## config.mk

```make
export PLATFORM = sky130hd
export DESIGN_NAME = tfc_plane_lane
export DESIGN_NICKNAME = d
export VERILOG_FILES = /design/src/rtl/tile_frustum_cull_and_lod_select_top_assert.svh /design/src/rtl/tfc_pkg.sv /design/src/rtl/tfc_plane_lane.sv
export SDC_FILE = /design/constraint.sdc
export NUM_CORES = 2
export LEC_CHECK = 0
export ABC_AREA = 1
export BUFFER_PORTS_ARGS = -buffer_cell sky130_fd_sc_hd__buf_2
export CELL_PAD_IN_SITES_DETAIL_PLACEMENT = 1
export CELL_PAD_IN_SITES_GLOBAL_PLACEMENT = 1
export CORE_MARGIN = 2
export CORE_UTILIZATION = 40
export CTS_CLUSTER_SIZE = 25
export DETAILED_ROUTE_END_ITERATION = 10
export PLACE_DENSITY = 0.75
export SLEW_MARGIN = 20
export SYNTH_ARGS = -nofsm -noshare
export SYNTH_HDL_FRONTEND = slang
export SYNTH_SLANG_ARGS = --single-unit
export TNS_END_PERCENT = 30
```

## constraint.sdc

```tcl
create_clock -name clk -period 12.6 [get_ports clk]
set_clock_uncertainty 0.15 [all_clocks]
set_input_delay 0.63 -clock clk [delete_from_list [all_inputs] [get_ports clk]]
set_output_delay 0.63 -clock clk [all_outputs]
set_load 0.02 [all_outputs]
```

## src/rtl/tile_frustum_cull_and_lod_select_top_assert.svh

```systemverilog
// Assertion macros shared by the tile cull block.
// Each macro expects clk and rst to be visible where it is used.
`ifndef TILE_FRUSTUM_CULL_AND_LOD_SELECT_TOP_ASSERT_SVH
`define TILE_FRUSTUM_CULL_AND_LOD_SELECT_TOP_ASSERT_SVH

// Same-cycle implication.
`define TFC_ASSERT_IMPLY(lbl, ante, cons) \
  lbl: assert property (@(posedge clk) disable iff (rst) (ante) |-> (cons)) \
    else $error("tfc assertion failed");

// Next-cycle implication.
`define TFC_ASSERT_NEXT(lbl, ante, cons) \
  lbl: assert property (@(posedge clk) disable iff (rst) (ante) |=> (cons)) \
    else $error("tfc assertion failed");

`endif

```

## src/rtl/tfc_pkg.sv

```systemverilog
`timescale 1ns / 1ps
// ----------------------------------------------------------------------------
// tfc_pkg
// Constants, widths and types shared by the tile cull and detail select block.
// ----------------------------------------------------------------------------
package tfc_pkg;

  localparam int TILE_WORLD_SIZE = 256;
  localparam int BOX_HALF_HEIGHT = 40;
  localparam int LOD_RADIUS      = 2;

  localparam int TILE_W    = 12;
  localparam int NORM_W    = 12;
  localparam int OFFSET_W  = 28;
  localparam int PLANE_W   = 64;
  localparam int CFG_IDX_W = 3;

  // Plane register indexes on the configuration port.
  typedef enum logic [CFG_IDX_W-1:0] {
    LEFT_PLANE,
    RIGHT_PLANE,
    BOTTOM_PLANE,
    TOP_PLANE,
    NEAR_PLANE,
    FAR_PLANE
  } plane_idx_t;

  localparam int PLANE_COUNT = int'(FAR_PLANE) + 1;

  // Positions are held doubled so that the box edges are integers.
  localparam int SIZE_W  = $clog2(TILE_WORLD_SIZE) + 1;
  localparam int COORD_W = TILE_W + 2 + SIZE_W;
  localparam int PROD_W  = COORD_W + NORM_W;
  localparam int SUM_W   = PROD_W + 3;
  localparam int DIFF_W  = TILE_W + 1;

  localparam logic signed [COORD_W-1:0] TILE_SIZE_C = COORD_W'(TILE_WORLD_SIZE);
  localparam logic signed [COORD_W-1:0] COORD_ONE   = COORD_W'(1);
  localparam logic signed [PROD_W-1:0]  BOX_Y_MAX   = PROD_W'(2 * BOX_HALF_HEIGHT);
  localparam logic signed [PROD_W-1:0]  BOX_Y_MIN   = PROD_W'(-2 * BOX_HALF_HEIGHT);
  localparam logic signed [SUM_W-1:0]   CULL_LIMIT  = SUM_W'(-(TILE_WORLD_SIZE * 512));
  localparam logic signed [DIFF_W-1:0]  LOD_HI      = DIFF_W'(LOD_RADIUS);
  localparam logic signed [DIFF_W-1:0]  LOD_LO      = DIFF_W'(-LOD_RADIUS);

  typedef struct packed {
    logic signed [COORD_W-1:0] min_x;
    logic signed [COORD_W-1:0] max_x;
    logic signed [COORD_W-1:0] min_z;
    logic signed [COORD_W-1:0] max_z;
  } box_t;

endpackage

```

## src/rtl/tfc_plane_lane.sv

```systemverilog
`timescale 1ns / 1ps
// ----------------------------------------------------------------------------
// tfc_plane_lane
// One clip plane: positive corner select, registered products, plane test.
// ----------------------------------------------------------------------------
module tfc_plane_lane
  import tfc_pkg::*;
(
  input  logic               clk,
  input  logic               load,
  input  box_t               box,
  input  logic [PLANE_W-1:0] plane,
  output logic               pass
);

  logic signed [NORM_W-1:0]   nx;
  logic signed [NORM_W-1:0]   ny;
  logic signed [NORM_W-1:0]   nz;
  logic signed [OFFSET_W-1:0] w;
  logic signed [COORD_W-1:0]  px;
  logic signed [COORD_W-1:0]  pz;
  logic signed [PROD_W-1:0]   py;
  logic signed [PROD_W-1:0]   prod_x;
  logic signed [PROD_W-1:0]   prod_y;
  logic signed [PROD_W-1:0]   prod_z;
  logic signed [OFFSET_W-1:0] w_q;
  logic signed [SUM_W-1:0]    plane_sum;

  assign nx = plane[NORM_W-1:0];
  assign ny = plane[2*NORM_W-1:NORM_W];
  assign nz = plane[3*NORM_W-1:2*NORM_W];
  assign w  = plane[PLANE_W-1:3*NORM_W];

  // A zero normal component picks the minimum edge.
  assign px = (nx > 0) ? box.max_x : box.min_x;
  assign py = (ny > 0) ? BOX_Y_MAX : BOX_Y_MIN;
  assign pz = (nz > 0) ? box.max_z : box.min_z;

  always_ff @(posedge clk) begin
    if (load) begin
      prod_x <= PROD_W'(nx) * PROD_W'(px);
      prod_y <= PROD_W'(ny) * py;
      prod_z <= PROD_W'(nz) * PROD_W'(pz);
      w_q    <= w;
    end
  end

  // The offset is doubled to match the doubled coordinates.
  assign plane_sum = SUM_W'(prod_x) + SUM_W'(prod_y) + SUM_W'(prod_z) + (SUM_W'(w_q) <<< 1);
  assign pass = (plane_sum >= CULL_LIMIT);

endmodule

```

Yosys cells after proc, flatten, opt, wreduce, memory -nomap -nowiden. Index checks and enable logic that the tools add are counted.

Word-level logic and storage cells: 17. Output and inout port bits: 1. Input bits: 158. Bits in registers: 133.

Multiply operators: 3. Multiplexer cells: 3. Add/sub/neg operators: 3. $lt $le $gt $ge: 4.

Operator list (count): $mul 12x23->35 (2); $mux 23 (2); $add 37x29->38 (1); $ge 38x18->1 const B (1); $add 36x35->37 (1); $add 35x35->36 (1); $gt 12x1->1 const B (3); $mul 12x35->35 (1); $mux 35 (1).

Depth between registers and ports, before layout.
Depth after elaboration: 4. Depth in mapped cells: 34. Gate-level depth less buffers: 32.

Worst setup path after synthesis. No wires, ideal clock.

Path type: input to register. Start: input plane[10]. End: register prod_x[34], data pin. Stages on the path: 26. Data required time: 12.186 ns. Arrival: 5.816 ns. Path slack: 6.370 ns. Library setup time: 0.264 ns. Path buffers: 2. Path through: buf_6 -> nor4_1 -> nand3_1 -> nand2_4 -> inv_2 -> buf_6 -> or2_1 -> o21a_2 -> nand2_1 -> inv_1 -> fa_1 -> ha_1 -> inv_1 -> fa_1 -> inv_1 -> fa_1 -> inv_1 -> fa_1 -> inv_1 -> ha_1 -> nand2_1 -> nor4_1 -> o211ai_1 -> nand4_1 -> a31oi_1 -> xor2_1.

Cells in the longest elaborated chain, start to end: 3.

Ends and longest elaborated chain: from (decl) (RTL line tfc_plane_lane.sv:12) `input logic [PLANE_W-1:0] plane,`; $gt 12x1->1 (RTL line tfc_plane_lane.sv:35) `assign px = (nx > 0) ? box.max_x : box.min_x;`; $mux 23 (RTL line tfc_plane_lane.sv:35); $mul 12x23->35 (*) (RTL line tfc_plane_lane.sv:41) `prod_x <= PROD_W'(nx) * PROD_W'(px);`; to (signal assigned) (RTL line tfc_plane_lane.sv:41); to (decl) (RTL line tfc_plane_lane.sv:23) `logic signed [PROD_W-1:0] prod_x;`.

Every way passes the cells marked *; elsewhere a longest branch is shown, timed or not. A chain may end at the register's enable or synchronous reset.

Final worst setup path.
Start: input plane[11]. End: register prod_x[34], data pin.

Same word-level chain as after synthesis.

==> flow_metrics.py <==
metrics = {
    "worst_setup_path": {
        "cp_data_required_time_ps": 12640,
        "slowest_delay_ps": 650,
        "crit_chain": "buf_2, clkinv_1, nand2_4, inv_2, or2_1, o21a_2, nand2_1, inv_1, fa_1, ha_1, inv_1, fa_1, inv_1, fa_1, inv_1, fa_1, inv_1, ha_1, nand2_1, nor4_1, o211ai_1, nand4_1, a31oi_1, xor2_1",
        "crit_path_start_kind": "input pin",
        "cp_common_cell": "inv_1",
        "startpoint": "plane[11]",
        "endpoint_kind": "flop",
        "arrival_ps": 7830,
        "crit_type": "input pin to flop",
        "path_delay_family": "adder cells",
        "cp.buffers_inverters": 8,
        "critical-path-slowest-cell": "nand2_4",
        "worst-path-max-fanout": 26,
    },
    "cts": {
        "htree_levels": 4,
        "clkSinkCount": 129,
        "clockBufferDepth": 2,
        "post-cts-setup-buffer-count": 0,
        "cts-root-buf": "clkbuf_16",
        "ctsResizeCount": 0,
        "tritoncts": "yes",
        "hold_buffers": 0,
        "cts_buffers": 17,
        "clk_pin_slew_ps": 70,
    },
    "drt": {
        "ant_nets": 0,
        "drc_errors": 0,
        "drt_iter0_markers": 1234,
        "routedWlPerCell_um": 18.7,
        "vias": 23800,
        "first_pass_iters": 5,
        "finalWirelength_mm": 90.1,
        "avgViaCountPerCell": 4.94,
    },
    "finish": {
        "multiInputGateArea_um2": 22900,
        "area_growth_pct": 7.93,
        "num_antenna_cells": 0,
        "register_area_um2": 3870,
        "drive_above_1_share_pct": 7.76,
        "final_net_count": 4798,
        "fill_cells": 9279,
    },
    "yosys": {
        "synth_cell_types": 48,
        "synth_flop_cell": "edfxtp_1",
        "yosys-top-cells-area": "fa_1, edfxtp_1, inv_1",
        "synthArstFlopShare_pct": 0,
        "synth_edf_count": 129,
        "synth_commonest_cells": "inv_1, nand2_1, fa_1",
        "yosysTopAreaCellShare_pct": 40.5,
        "ys_ff_latch": 129,
        "synth_area_um2": 30800,
        "yosysSeqAreaShare_pct": 12.6,
        "yosysTopAreaCell": "fa_1",
        "avgSynthCellArea_um2": 8.40,
        "yosysWarnings": 0,
        "synth.most_common_cell": "inv_1",
        "synthesis.nets": 4683,
        "syn_inst": 3660,
    },
    "floorplanning": {
        "die_h_um": 281,
        "coreArea_um2": 76100,
        "die_w_um": 281,
        "rows": 101,
        "pin_count": 159,
        "start_util_pct": 40.4,
        "die_area_um2": 79100,
    },
    "grt": {
        "grt_pass1_wl_mm": 146,
        "track_usage_pct": 23.9,
        "grt_pass1_vias": 26700,
        "grt_max_degree": 75,
        "overflow": 0,
        "antenna_found_initial": 0,
    },
    "place": {
        "hpwl_mm": 78.5,
        "place_congestion": 0.904,
        "io_buffers": 158,
    },
    "timing": {
        "setup_tns_ps": 0,
        "min_period_over_period_pct": 61.8,
        "setup_violations": 0,
        "maxSlewViolCount": 0,
        "worstMarginPinSlew_ps": 977,
        "hold_violations": 0,
        "slew_headroom_pct": 34.9,
        "fin_crit_ps": 7790,
        "rsz0062_at_grt": "false",
        "max_freq_mhz": 128,
    },
    "run": {
        "drv_cap": 0,
    },
    "hold_path": {
        "hold_class": "input pin to flop",
        "hp-start": "plane[59]",
    },
    "status": {
        "status": "complete, no violations",
    },
}
[per-stage QoR]
step                      std cells  instance area (um^2)  util [%]  worst slack [ps]  hold slack, ps
after floorplan                3660                 30800         -              6370             579
after global placement         4786                 32600      42.8              4590             658
after detailed placement       4786                 32600      42.8              4500             660
after CTS                      4818                 33200      43.6              4960             187
after global routing           4818                 33200      43.6              4410             191
final                          4818                 33200      43.6              4810             205
[layout make-up]
cell class	instances	area share [%]
tap	1030	3.88
timing repair buffer	162	2.49
multi-input combinational	2488	69.0
clock inverter	14	0.584
sequential	129	11.7
inverter	977	11.0
clock buffer	18	1.29
[flip-flops by register name (all words and copies together), names as in the netlist]
signal,cells
prod_z,35
w_q,28
prod_x,35
prod_y,31
[layer usage]
layer	GRT usage, %	share of wire, %
met2	41.7	50
met3	2.53	3.8
met5	0	0
met4	5.65	2.3
met1	31.8	44
[cell usage in the layout, fill, tap and decap left out, types with 49 or more instances in the layout]
| cell | count |
|---|---|
| o21ai_0 | 49 |
| nand2_1 | 843 |
| buf_2 | 157 |
| edfxtp_1 | 129 |
| nor2_1 | 304 |
| ha_1 | 242 |
| inv_1 | 934 |
| a21oi_1 | 94 |
| xor2_1 | 54 |
| fa_1 | 623 |
| nand3_1 | 56 |
[final timing paths]
path / endpoint / cells past startpoint
max: prod_x[34] / 24
min: w_q[23] / 1
[cell families (layout without fill, tap and decap cells)]
| group | count (synthesis) | count (layout) | synth area share, % |
|---|---|---|---|
| and+or+nand+nor | 1296 | 1296 | 16.8 |
| buffers and inverters | 1043 | 1171 | 12.9 |
| adders and majority gates | 865 | 865 | 50.4 |
| AOI/OAI and AO/OA | 239 | 239 | 4.84 |
| DFF | 129 | 129 | 12.6 |
| xor gates and xnor gates | 88 | 88 | 2.51 |
Power is not shown: default switching activity piles up to over one toggle a cycle in this logic, so the estimate is an artifact.
