File: src/rtl/tile_frustum_cull_and_lod_select_top_assert.svh
// Assertion macros shared by the tile cull block.
// Each macro expects clk and rst to be visible where it is used.
`ifndef TILE_FRUSTUM_CULL_AND_LOD_SELECT_TOP_ASSERT_SVH
`define TILE_FRUSTUM_CULL_AND_LOD_SELECT_TOP_ASSERT_SVH

// Same-cycle implication.
`define TFC_ASSERT_IMPLY(lbl, ante, cons) \
  lbl: assert property (@(posedge clk) disable iff (rst) (ante) |-> (cons)) \
    else $error("tfc assertion failed");

// Next-cycle implication.
`define TFC_ASSERT_NEXT(lbl, ante, cons) \
  lbl: assert property (@(posedge clk) disable iff (rst) (ante) |=> (cons)) \
    else $error("tfc assertion failed");

`endif

File: src/rtl/tfc_pkg.sv
`timescale 1ns / 1ps
// ----------------------------------------------------------------------------
// tfc_pkg
// Constants, widths and types shared by the tile cull and detail select block.
// ----------------------------------------------------------------------------
package tfc_pkg;

  localparam int TILE_WORLD_SIZE = 256;
  localparam int BOX_HALF_HEIGHT = 40;
  localparam int LOD_RADIUS      = 2;

  localparam int TILE_W    = 12;
  localparam int NORM_W    = 12;
  localparam int OFFSET_W  = 28;
  localparam int PLANE_W   = 64;
  localparam int CFG_IDX_W = 3;

  // Plane register indexes on the configuration port.
  typedef enum logic [CFG_IDX_W-1:0] {
    LEFT_PLANE,
    RIGHT_PLANE,
    BOTTOM_PLANE,
    TOP_PLANE,
    NEAR_PLANE,
    FAR_PLANE
  } plane_idx_t;

  localparam int PLANE_COUNT = int'(FAR_PLANE) + 1;

  // Positions are held doubled so that the box edges are integers.
  localparam int SIZE_W  = $clog2(TILE_WORLD_SIZE) + 1;
  localparam int COORD_W = TILE_W + 2 + SIZE_W;
  localparam int PROD_W  = COORD_W + NORM_W;
  localparam int SUM_W   = PROD_W + 3;
  localparam int DIFF_W  = TILE_W + 1;

  localparam logic signed [COORD_W-1:0] TILE_SIZE_C = COORD_W'(TILE_WORLD_SIZE);
  localparam logic signed [COORD_W-1:0] COORD_ONE   = COORD_W'(1);
  localparam logic signed [PROD_W-1:0]  BOX_Y_MAX   = PROD_W'(2 * BOX_HALF_HEIGHT);
  localparam logic signed [PROD_W-1:0]  BOX_Y_MIN   = PROD_W'(-2 * BOX_HALF_HEIGHT);
  localparam logic signed [SUM_W-1:0]   CULL_LIMIT  = SUM_W'(-(TILE_WORLD_SIZE * 512));
  localparam logic signed [DIFF_W-1:0]  LOD_HI      = DIFF_W'(LOD_RADIUS);
  localparam logic signed [DIFF_W-1:0]  LOD_LO      = DIFF_W'(-LOD_RADIUS);

  typedef struct packed {
    logic signed [COORD_W-1:0] min_x;
    logic signed [COORD_W-1:0] max_x;
    logic signed [COORD_W-1:0] min_z;
    logic signed [COORD_W-1:0] max_z;
  } box_t;

endpackage

File: src/rtl/tfc_box_stage.sv
`timescale 1ns / 1ps
// ----------------------------------------------------------------------------
// tfc_box_stage
// Input register: builds the tile's doubled x/z box edges and the detail flag.
// ----------------------------------------------------------------------------
module tfc_box_stage
  import tfc_pkg::*;
(
  input  logic                     clk,
  input  logic                     load,
  input  logic signed [TILE_W-1:0] tile_x,
  input  logic signed [TILE_W-1:0] tile_z,
  input  logic signed [TILE_W-1:0] camera_tile_x,
  input  logic signed [TILE_W-1:0] camera_tile_z,
  output box_t                     box,
  output logic                     near_cam
);

  logic signed [COORD_W-1:0] tx_e;
  logic signed [COORD_W-1:0] tz_e;
  logic signed [DIFF_W-1:0]  dx;
  logic signed [DIFF_W-1:0]  dz;
  box_t                      box_next;
  logic                      near_cam_next;

  always_comb begin
    tx_e = COORD_W'(tile_x);
    tz_e = COORD_W'(tile_z);
    box_next.min_x = ((tx_e <<< 1) - COORD_ONE) * TILE_SIZE_C;
    box_next.max_x = ((tx_e <<< 1) + COORD_ONE) * TILE_SIZE_C;
    box_next.min_z = ((tz_e <<< 1) - COORD_ONE) * TILE_SIZE_C;
    box_next.max_z = ((tz_e <<< 1) + COORD_ONE) * TILE_SIZE_C;
    dx = DIFF_W'(tile_x) - DIFF_W'(camera_tile_x);
    dz = DIFF_W'(tile_z) - DIFF_W'(camera_tile_z);
    near_cam_next = (dx >= LOD_LO) && (dx <= LOD_HI) && (dz >= LOD_LO) && (dz <= LOD_HI);
  end

  always_ff @(posedge clk) begin
    if (load) begin
      box      <= box_next;
      near_cam <= near_cam_next;
    end
  end

endmodule

File: config.mk
export PLATFORM = sky130hd
export DESIGN_NAME = tfc_box_stage
export DESIGN_NICKNAME = d
export VERILOG_FILES = /design/src/rtl/tile_frustum_cull_and_lod_select_top_assert.svh /design/src/rtl/tfc_pkg.sv /design/src/rtl/tfc_box_stage.sv
export SDC_FILE = /design/constraint.sdc
export NUM_CORES = 1
export LEC_CHECK = 0
export BUFFER_PORTS_ARGS = -buffer_cell sky130_fd_sc_hd__buf_4
export CORE_ASPECT_RATIO = 1.5
export CORE_MARGIN = 1.5
export CORE_UTILIZATION = 36
export DETAILED_ROUTE_END_ITERATION = 16
export HOLD_SLACK_MARGIN = 0.02
export PLACE_DENSITY_LB_ADDON = 0.1
export SLEW_MARGIN = 20
export SYNTH_ARGS = -nofsm -noshare
export SYNTH_HDL_FRONTEND = slang
export SYNTH_SLANG_ARGS = --single-unit
File: constraint.sdc
create_clock -name clk -period 9.3 [get_ports clk]
set_input_delay 1.86 -clock clk [delete_from_list [all_inputs] [get_ports clk]]
set_output_delay 1.86 -clock clk [all_outputs]
set_load 0.02 [all_outputs]
; ---- Yosys cells after proc, flatten, opt, wreduce, memory -nomap -nowiden
; Index checks and enable logic that the tools add are counted.
[classes]
n_lt_le_gt_ge = 4
n_addsub = 6
n_reduce_logical = 3
[ops]
columns = cell, count
row1 = $add 13x2->14 const B, 2
row2 = $sub 13x2->14 const B, 2
row3 = $ge 13x2->1 const B, 2
row4 = $le 13x3->1 const B, 2
row5 = $sub 12x12->13, 2
row6 = $logic_and 1x1->1, 3
[totals]
output_inout_bits = 93
ff_bits = 61
inputBits = 50
elab_cells = 18

; ---- Depth between registers and ports, before layout
; Gate-level depths: netlist of run 1.
[logic_depth]
depth_word = 5
depth_mapped = 12
ltp_nobuf = 12

; ---- Least setup slack after synthesis of run 1
; No wires, ideal clock.
[synth_path]
path_type = input port to flip-flop
start = input port tile_x[0]
end = register near_cam, data pin
n_path_buf = 0
path_slack_ns = 4.975
setup_ns = 0.140
t_arrival_ns = 4.185
cell_stages = 12
path_cell_list = inv_1 ha_1 inv_1 fa_1 a211oi_2 o211ai_1 a311oi_1 nor2_1 nor3_1 o211ai_1 or4_4 a2bb2oi_2
[synth_between]
elab_chain_cells = 5
word_cells_on_any_way = 6
cone_classes = 1 x add/sub / 2 x order compare / 3 x reduce/logical
[synth_lines]
columns = element, line
row1 = "start, declared", tfc_box_stage.sv:11  ; input logic signed [TILE_W-1:0] tile_x,
row2 = $sub 12x12->13 (*), tfc_box_stage.sv:33  ; dx = DIFF_W'(tile_x) - DIFF_W'(camera_tile_x);
row3 = $ge 13x2->1 / $le 13x3->1 (equally long branches), tfc_box_stage.sv:35  ; near_cam_next = (dx >= LOD_LO) && (dx <= LOD_HI) && (dz >= LOD_LO) && (dz <= LOD_HI);
row4 = $logic_and 1x1->1 (*) (3 in a row), tfc_box_stage.sv:35
row5 = net near_cam_next, tfc_box_stage.sv:24  ; logic near_cam_next;
row6 = "end signal, assigned", tfc_box_stage.sv:41  ; near_cam <= near_cam_next;
row7 = "end, declared", tfc_box_stage.sv:16  ; output logic near_cam
; The timed path passes the listed nets; every way through them passes the cells marked *.
; A chain may end at the register's enable or synchronous reset.

; ---- Final worst setup path of run 1
; Same ends and word-level chain as after synthesis.

==> flow_summary.yaml, run 1 <==
status:
  status: "finished, final reports clean"
sta:
  layout_setup_ws_ns: 4.92
  setup_viol: 0
  finalHoldViolCount: 0
  fmax_ghz: 0.228
  maxSlewHeadroom: 0.567
  min_period_ns: 4.38
  drv_slew: 0
  worstMarginPinSlew_ns: 0.649
  grt_setup_unrepaired: "false"
  finalCritPeriodShare: 0.471
  finalSetupTns_ns: 0
setup_path:
  crit_buf_inv: 3
  path_class: "in2reg"
  slowest_delay_ns: 0.50
  crit_path_max_fanout: 4
  arrival_ns: 4.53
  required_ns: 9.45
  endpoint_kind: "register"
  crit_slowest_cell: "or4_4"
  cp_cell_sequence: "buf_4, inv_1, ha_1, inv_1, fa_1, a211oi_2, o211ai_1, a311oi_1, nor2_1, nor3_1, o211ai_1, or4_4, a2bb2oi_2"
  cp-start-kind: "primary input"
  crit_family: "compound AO/OA/AOI/OAI gates"
synthesis:
  ys.flop_type: "edfxtp_1"
  yosysUniqueCellTypes: 45
  synth_area_um2: 3520
  syn_inst: 339
  synth_edf_count: 51
  synth.avg_cell_area_um2: 10.4
  ys_warn_count: 0
  synth-seq-cells: 51
  ys_seq_area_frac: 0.435
  async_reset_ff_frac: 0
power_and_ir_drop:
  p_leak_nw: 1.96
  ir_worst_vdd_uv: 78.8
  power_density_nw_per_um2: 147
place:
  routabilityCongestion: 0.789
  io_buffers: 106
  dp_slack_ns: 4.62
  hpwl_mm: 5.99
clocking:
  cts_setup_buffers: 0
  cts-hold-fix-buffers: 0
  cts_buffer_depth: 2
  cts.sinks: 51
  cts-root-buf: "clkbuf_16"
  post_cts_resized: 0
  numCtsBuffers: 5
  cts_tree: "done"
  path_clk_slew_ns: 0.06
  h-tree-depth: 2
detailed_routing:
  dr_total_vias: 2639
  via_per_inst: 4.71
  drcViolationCount: 0
  postRouteAntennaNets: 0
  routed_wl_mm: 7.32
  wl_per_cell_um: 13.1
  drt_pass1_iterations: 4
  drt-initial-drc-count: 92
global_routing:
  grt-ovfl-total: 0
  grt_usage: 0.140
  grt_max_degree: 52
  grt_pass1_wl_mm: 11.3
  grt_pass1_vias: 2468
  antenna_found_initial: 0
cells_and_area:
  most-common-layout-cells: "106 x buf_4, 51 x edfxtp_1, 40 x inv_1"
  fill_cells: 974
  layout-drive-gt1-share: 0.267
  final_common_cell: "buf_4"
  nets: 522
  area_growth_pct: 25.3
  seq_area_um2: 1530
  multi_input_area_um2: 1650
  diodes: 0
floorplan:
  die-area_um2: 10400
  die_w_um: 83.7
  initial_core_util: 0.367
  rows: 44
  core_um2: 9580
  io_pins: 143
  die_h_um: 124
flow_run:
  maxCapViolations: 0
worst_hold_path:
  hp-class: "in2reg"
-- worst paths after layout --
kind                    from  endpoint  slack [ns]  depth (start not counted)
setup / recovery   tile_x[0]  near_cam        4.92                         13
hold / removal    tile_x[11]   box[67]        1.77                          1
-- cell usage after synthesis, types with 2 or more instances --
master	number	share of area
o31ai_1	3	0.0064
nor4_1	7	0.012
nor2_1	21	0.022
nand4_1	4	0.0071
xnor2_1	18	0.045
o21a_1	7	0.015
xor2_1	18	0.045
nand2_1	12	0.013
nand2b_1	3	0.0053
fa_1	2	0.011
a211oi_1	2	0.0043
o211ai_1	2	0.0043
or4_1	3	0.0064
conb_1	2	0.0021
ha_1	26	0.092
nor3_1	15	0.021
nor2b_1	6	0.011
buf_4	42	0.090
o31a_1	2	0.0050
nand3b_1	3	0.0064
a311oi_1	2	0.0050
nor3b_1	2	0.0043
edfxtp_1	51	0.44
a31oi_1	3	0.0053
a21oi_1	12	0.017
o21ai_0	10	0.014
nand3_1	4	0.0057
inv_1	40	0.043
-- flip-flops by register name (all words and copies together), names as in the netlist --
signal	count
box	50
near_cam	1
-- per-layer routing --
metal,global-route usage,vias up,part of all wire
li1,-,1327,-
met1,0.146,1225,0.36
met5,0,-,0
met4,0.0461,0,0.014
met3,0.0311,6,0.057
met2,0.275,81,0.57
-- stage by stage --
| step | hold WS, ns | cell area (um2) | power, mW | std cells | utilization |
|---|---|---|---|---|---|
| CTS | 1.76 | 4410 | 0.658 | 560 | 0.460 |
| finish | 1.77 | 4410 | 0.646 | 560 | 0.460 |
| detailed placement | 2.07 | 4270 | 0.479 | 552 | 0.446 |
| floorplan | 1.96 | 3650 | 0.418 | 373 | - |
| global placement | 2.07 | 4270 | 0.477 | 552 | 0.446 |
| global route | 1.76 | 4410 | 0.680 | 560 | 0.460 |
-- kinds of logic after synthesis --
logic type | synth area share
xor gates and xnor gates | 0.0896
AOI/OAI and AO/OA | 0.106
other | 0.00213
adders and majority gates | 0.104
DFF | 0.435
and+or+nand+nor | 0.132
buffers and inverters | 0.132
-- where the power goes --
group | total (mW) | internal [mW] | switching [mW]
sequential | 0.280 | 0.275 | 0.00544
combinational | 0.192 | 0.0790 | 0.113
clock | 0.174 | 0.0995 | 0.0748
-- layout make-up --
type | count | share of cell area
Clock buffer | 7 | 0.0301
Clock inverter | 1 | 0.00114
Inverter | 40 | 0.0341
Multi-Input combinational cell | 240 | 0.374
Sequential cell | 51 | 0.347
Tap cell | 115 | 0.0326
Timing Repair Buffer | 106 | 0.180
Note: power is estimated with default switching activity, not from simulation.
==> inputs of run 2 (changes only) <==
- clock period: 9.3 -> 4.5 ns (I/O delays scaled with it)
==> run 2 against run 1 <==
Hold slack lost 0.96 ns; global-route usage grew 0.32 points; utilization is essentially flat; critical path depth is the same.
==> flow_summary.yaml, run 2 (synthesized netlist as in run 1, its figures left out) <==
global_routing:
  antenna_found_initial: 0
  grt_max_degree: 52
  grt_pass1_wl_mm: 11.6
  grt-ovfl-total: 0
  grt_usage: 0.143
  grt_pass1_vias: 2481
detailed_routing:
  wl_per_cell_um: 13.3
  drcViolationCount: 0
  drt-initial-drc-count: 66
  drt_pass1_iterations: 4
  routed_wl_mm: 7.42
  postRouteAntennaNets: 0
  via_per_inst: 4.71
  dr_total_vias: 2640
sta:
  finalSetupTns_ns: 0
  worstMarginPinSlew_ns: 0.647
  finalCritPeriodShare: 0.757
  drv_slew: 0
  setup_viol: 0
  grt_setup_unrepaired: "false"
  finalHoldViolCount: 0
  fmax_ghz: 0.294
  maxSlewHeadroom: 0.569
  min_period_ns: 3.41
clocking:
  post_cts_resized: 0
  cts-root-buf: "clkbuf_16"
  cts-hold-fix-buffers: 0
  cts_setup_buffers: 0
  cts_tree: "done"
  path_clk_slew_ns: 0.07
  h-tree-depth: 2
  cts.sinks: 51
  cts_buffer_depth: 2
  numCtsBuffers: 5
place:
  dpl_cell_area_um2: 4270
  routabilityCongestion: 0.789
  io_buffers: 106
  hpwl_mm: 5.99
cells_and_area:
  design_area_um2: 4410
  area_growth_pct: 25.2
  most-common-layout-cells: "106 x buf_4, 51 x edfxtp_1, 40 x inv_1"
  layout-drive-gt1-share: 0.265
  largest_reg_flops: 50
  regMostFlops: "box"
  reg_top3: "box: 50 flops, near_cam: 1 flops"
  final_common_cell: "buf_4"
  diodes: 0
  nets: 522
floorplan:
  io_pins: 143
  die_w_um: 83.7
  core_um2: 9580
  die_h_um: 124
  die-area_um2: 10400
  rows: 44
  initial_core_util: 0.367
worst_hold_path:
  hp-class: "in2reg"
setup_path:
  endpoint_kind: "register"
  path_class: "in2reg"
  required_ns: 4.65
  arrival_ns: 3.56
  cp-start-kind: "primary input"
  crit_path_max_fanout: 4
flow_run:
  maxCapViolations: 0
power_and_ir_drop:
  p_leak_nw: 1.95
  finalPower_mw: 1.34
  power_density_nw_per_um2: 304
  ir_worst_vdd_uv: 173
status:
  status: "finished, final reports clean"
## run 2: changes by cell type in the layout (fill, tap and decap cells not counted)
cell and delta:
clkinv_1 +2, clkinv_2 -1, clkbuf_1 -1
## run 2: final timing paths
kind | start | cells after the start | slack [ns] | to
hold / removal | tile_x[0] | 1 | 0.81 | box[55]
setup / recovery | tile_x[0] | 13 | 1.09 | near_cam
## run 2: routing by layer
metal	vias to the layer above	wire length (um)	track usage
met3	6	401	0.0298
met1	1232	2800	0.155
met2	73	4120	0.276
li1	1329	-	-
met4	0	101	0.0461
met5	-	0	0
## run 2: power breakdown
part	switching (mW)	total (mW)	leakage, nW	internal [mW]
logic	0.234	0.397	1.39	0.163
registers	0.0113	0.579	0.499	0.567
clock network	0.161	0.364	0.0659	0.203
total	0.406	1.34	1.95	0.933
## run 2: per-stage QoR
stage | cells | util | hold slack, ns | setup slack [ns]
floorplan | 373 | - | 0.999 | 1.13
global placement | 552 | 0.446 | 1.11 | 0.859
detailed placement | 552 | 0.446 | 1.11 | 0.797
CTS | 560 | 0.460 | 0.804 | 1.10
global route | 560 | 0.460 | 0.804 | 0.884
finish | 560 | 0.460 | 0.809 | 1.09
## run 2: worst max-delay path: stages
cell	delay [ns]
buf_4	0.12
inv_1	0.09
ha_1	0.17
inv_1	0.05
fa_1	0.44
a211oi_2	0.29
o211ai_1	0.15
a311oi_1	0.34
nor2_1	0.09
nor3_1	0.19
o211ai_1	0.10
or4_4	0.50
a2bb2oi_2	0.13
## run 2: area by class of cell
cell class,instances,area (um2)
tap,115,144
clock buffer,6,129
timing repair buffer,106,796
sequential,51,1530
clock inverter,2,7.51
inverter,40,150
multi-input combinational,240,1650
fill,959,5170
==> inputs of run 3 (changes only) <==
- clock period: 4.5 -> 3.5 ns (I/O delays scaled with it)
==> run 3 against run 2 <==
Final cell count stayed put; wire length is essentially flat; clock power rose by 28%; utilization unchanged; hold slack worse by 0.20 ns; final area unchanged; global-route usage down 0.27 points; first-iteration DRC count is 15% higher; combinational power rose by 28%; non-clock buffer count is the same; critical path depth unchanged; highest routed layer unchanged.
==> flow_summary.yaml, run 3 (synthesized netlist as in run 1, its figures left out) <==
place:
  dp_slack_ns: -0.0118
  hpwl_mm: 5.97
  dp.cells: 552
  routabilityCongestion: 0.789
  io_buffers: 106
detailed_routing:
  postRouteAntennaNets: 0
  via_per_inst: 4.73
  dr_total_vias: 2649
  drt-initial-drc-count: 76
  drcViolationCount: 0
  drt_pass1_iterations: 4
  wl_per_cell_um: 13.3
  routed_wl_mm: 7.42
global_routing:
  grt_pass1_vias: 2445
  grt_max_degree: 52
  grt_pass1_wl_mm: 11.3
  grt_usage: 0.140
  antenna_found_initial: 0
  grt-ovfl-total: 0
sta:
  fmax_ghz: 0.311
  min_period_ns: 3.21
  setup_viol: 0
  finalHoldViolCount: 0
  maxSlewHeadroom: 0.556
  finalCritPeriodShare: 0.918
  worstMarginPinSlew_ns: 0.666
  layout_setup_ws_ns: 0.286
  grt_setup_unrepaired: "false"
  drv_slew: 0
floorplan:
  die_w_um: 83.7
  initial_core_util: 0.367
  die-area_um2: 10400
  die_h_um: 124
  core_um2: 9580
  io_pins: 143
  rows: 44
cells_and_area:
  diodes: 0
  final_common_cell: "buf_4"
  nets: 522
  largest_reg_flops: 50
  regMostFlops: "box"
  reg_top3: "box: 50 flops, near_cam: 1 flops"
  fin_cells: 560
  area_growth_pct: 25.2
  most-common-layout-cells: "106 x buf_4, 51 x edfxtp_1, 40 x inv_1"
  layout-drive-gt1-share: 0.265
clocking:
  cts_buffer_depth: 2
  cts-root-buf: "clkbuf_16"
  h-tree-depth: 2
  path_clk_slew_ns: 0.06
  cts-hold-fix-buffers: 0
  cts_tree: "done"
  cts.sinks: 51
  numCtsBuffers: 5
  cts_setup_buffers: 0
  post_cts_resized: 0
setup_path:
  required_ns: 3.65
  path_class: "in2reg"
  crit_path_max_fanout: 4
  endpoint_kind: "register"
  arrival_ns: 3.37
  cp-start-kind: "primary input"
power_and_ir_drop:
  p_leak_nw: 1.95
  ir_worst_vdd_uv: 217
  power_density_nw_per_um2: 390
status:
  status: "finished, final reports clean"
worst_hold_path:
  hp-class: "in2reg"
flow_run:
  maxCapViolations: 0
-- run 3: cell counts in the layout (fill, tap and decap cells not counted) --
No cell type changed its count.
-- run 3: path summary, 6_finish.rpt --
kind	from	endpoint	slack [ns]	depth (start not counted)
setup / recovery	tile_x[0]	near_cam	0.29	13
hold / removal	tile_x[11]	box[67]	0.61	1
-- run 3: final cells by class --
cell class,count,area [um2]
clock buffers,6,129
clock inverters,2,7.51
fillers,986,5170
inverters,40,150
multi-input cells,240,1650
flip-flops and latches,51,1530
well taps,115,144
repair buffers,106,796
-- run 3: worst max-delay path, cell delays in order --
cell and delay (ns):
buf_4 0.12, inv_1 0.09, ha_1 0.17, inv_1 0.05, fa_1 0.43, a211oi_2 0.29, o211ai_1 0.14, a311oi_1 0.35
nor2_1 0.09, nor3_1 0.19, o211ai_1 0.10, or4_4 0.50, a2bb2oi_2 0.13
-- run 3: routing by layer --
metal	part of all wire	vias to the layer above	global-route usage
met3	0.050	5	0.0245
met1	0.37	1232	0.149
met2	0.56	80	0.274
met4	0.016	0	0.0553
li1	-	1332	-
met5	0	-	0
-- run 3: report_power, final --
part / switching (mW) / internal, mW
logic: 0.300 / 0.210
clock network: 0.206 / 0.261
registers: 0.0148 / 0.730
total: 0.520 / 1.20
-- run 3: stage by stage --
step | setup TNS, ns | hold WS (ns) | util | total power, mW | instance area, um2
3_3_place_gp | 0 | 0.906 | 0.446 | 1.27 | 4270
5_1_grt | 0 | 0.601 | 0.460 | 1.81 | 4410
4_1_cts | 0 | 0.602 | 0.460 | 1.74 | 4410
2_1_floorplan | 0 | 0.799 | - | 1.11 | 3650
6_report | 0 | 0.609 | 0.460 | 1.72 | 4410
3_5_place_dp | -0.0118 | 0.906 | 0.446 | 1.27 | 4270
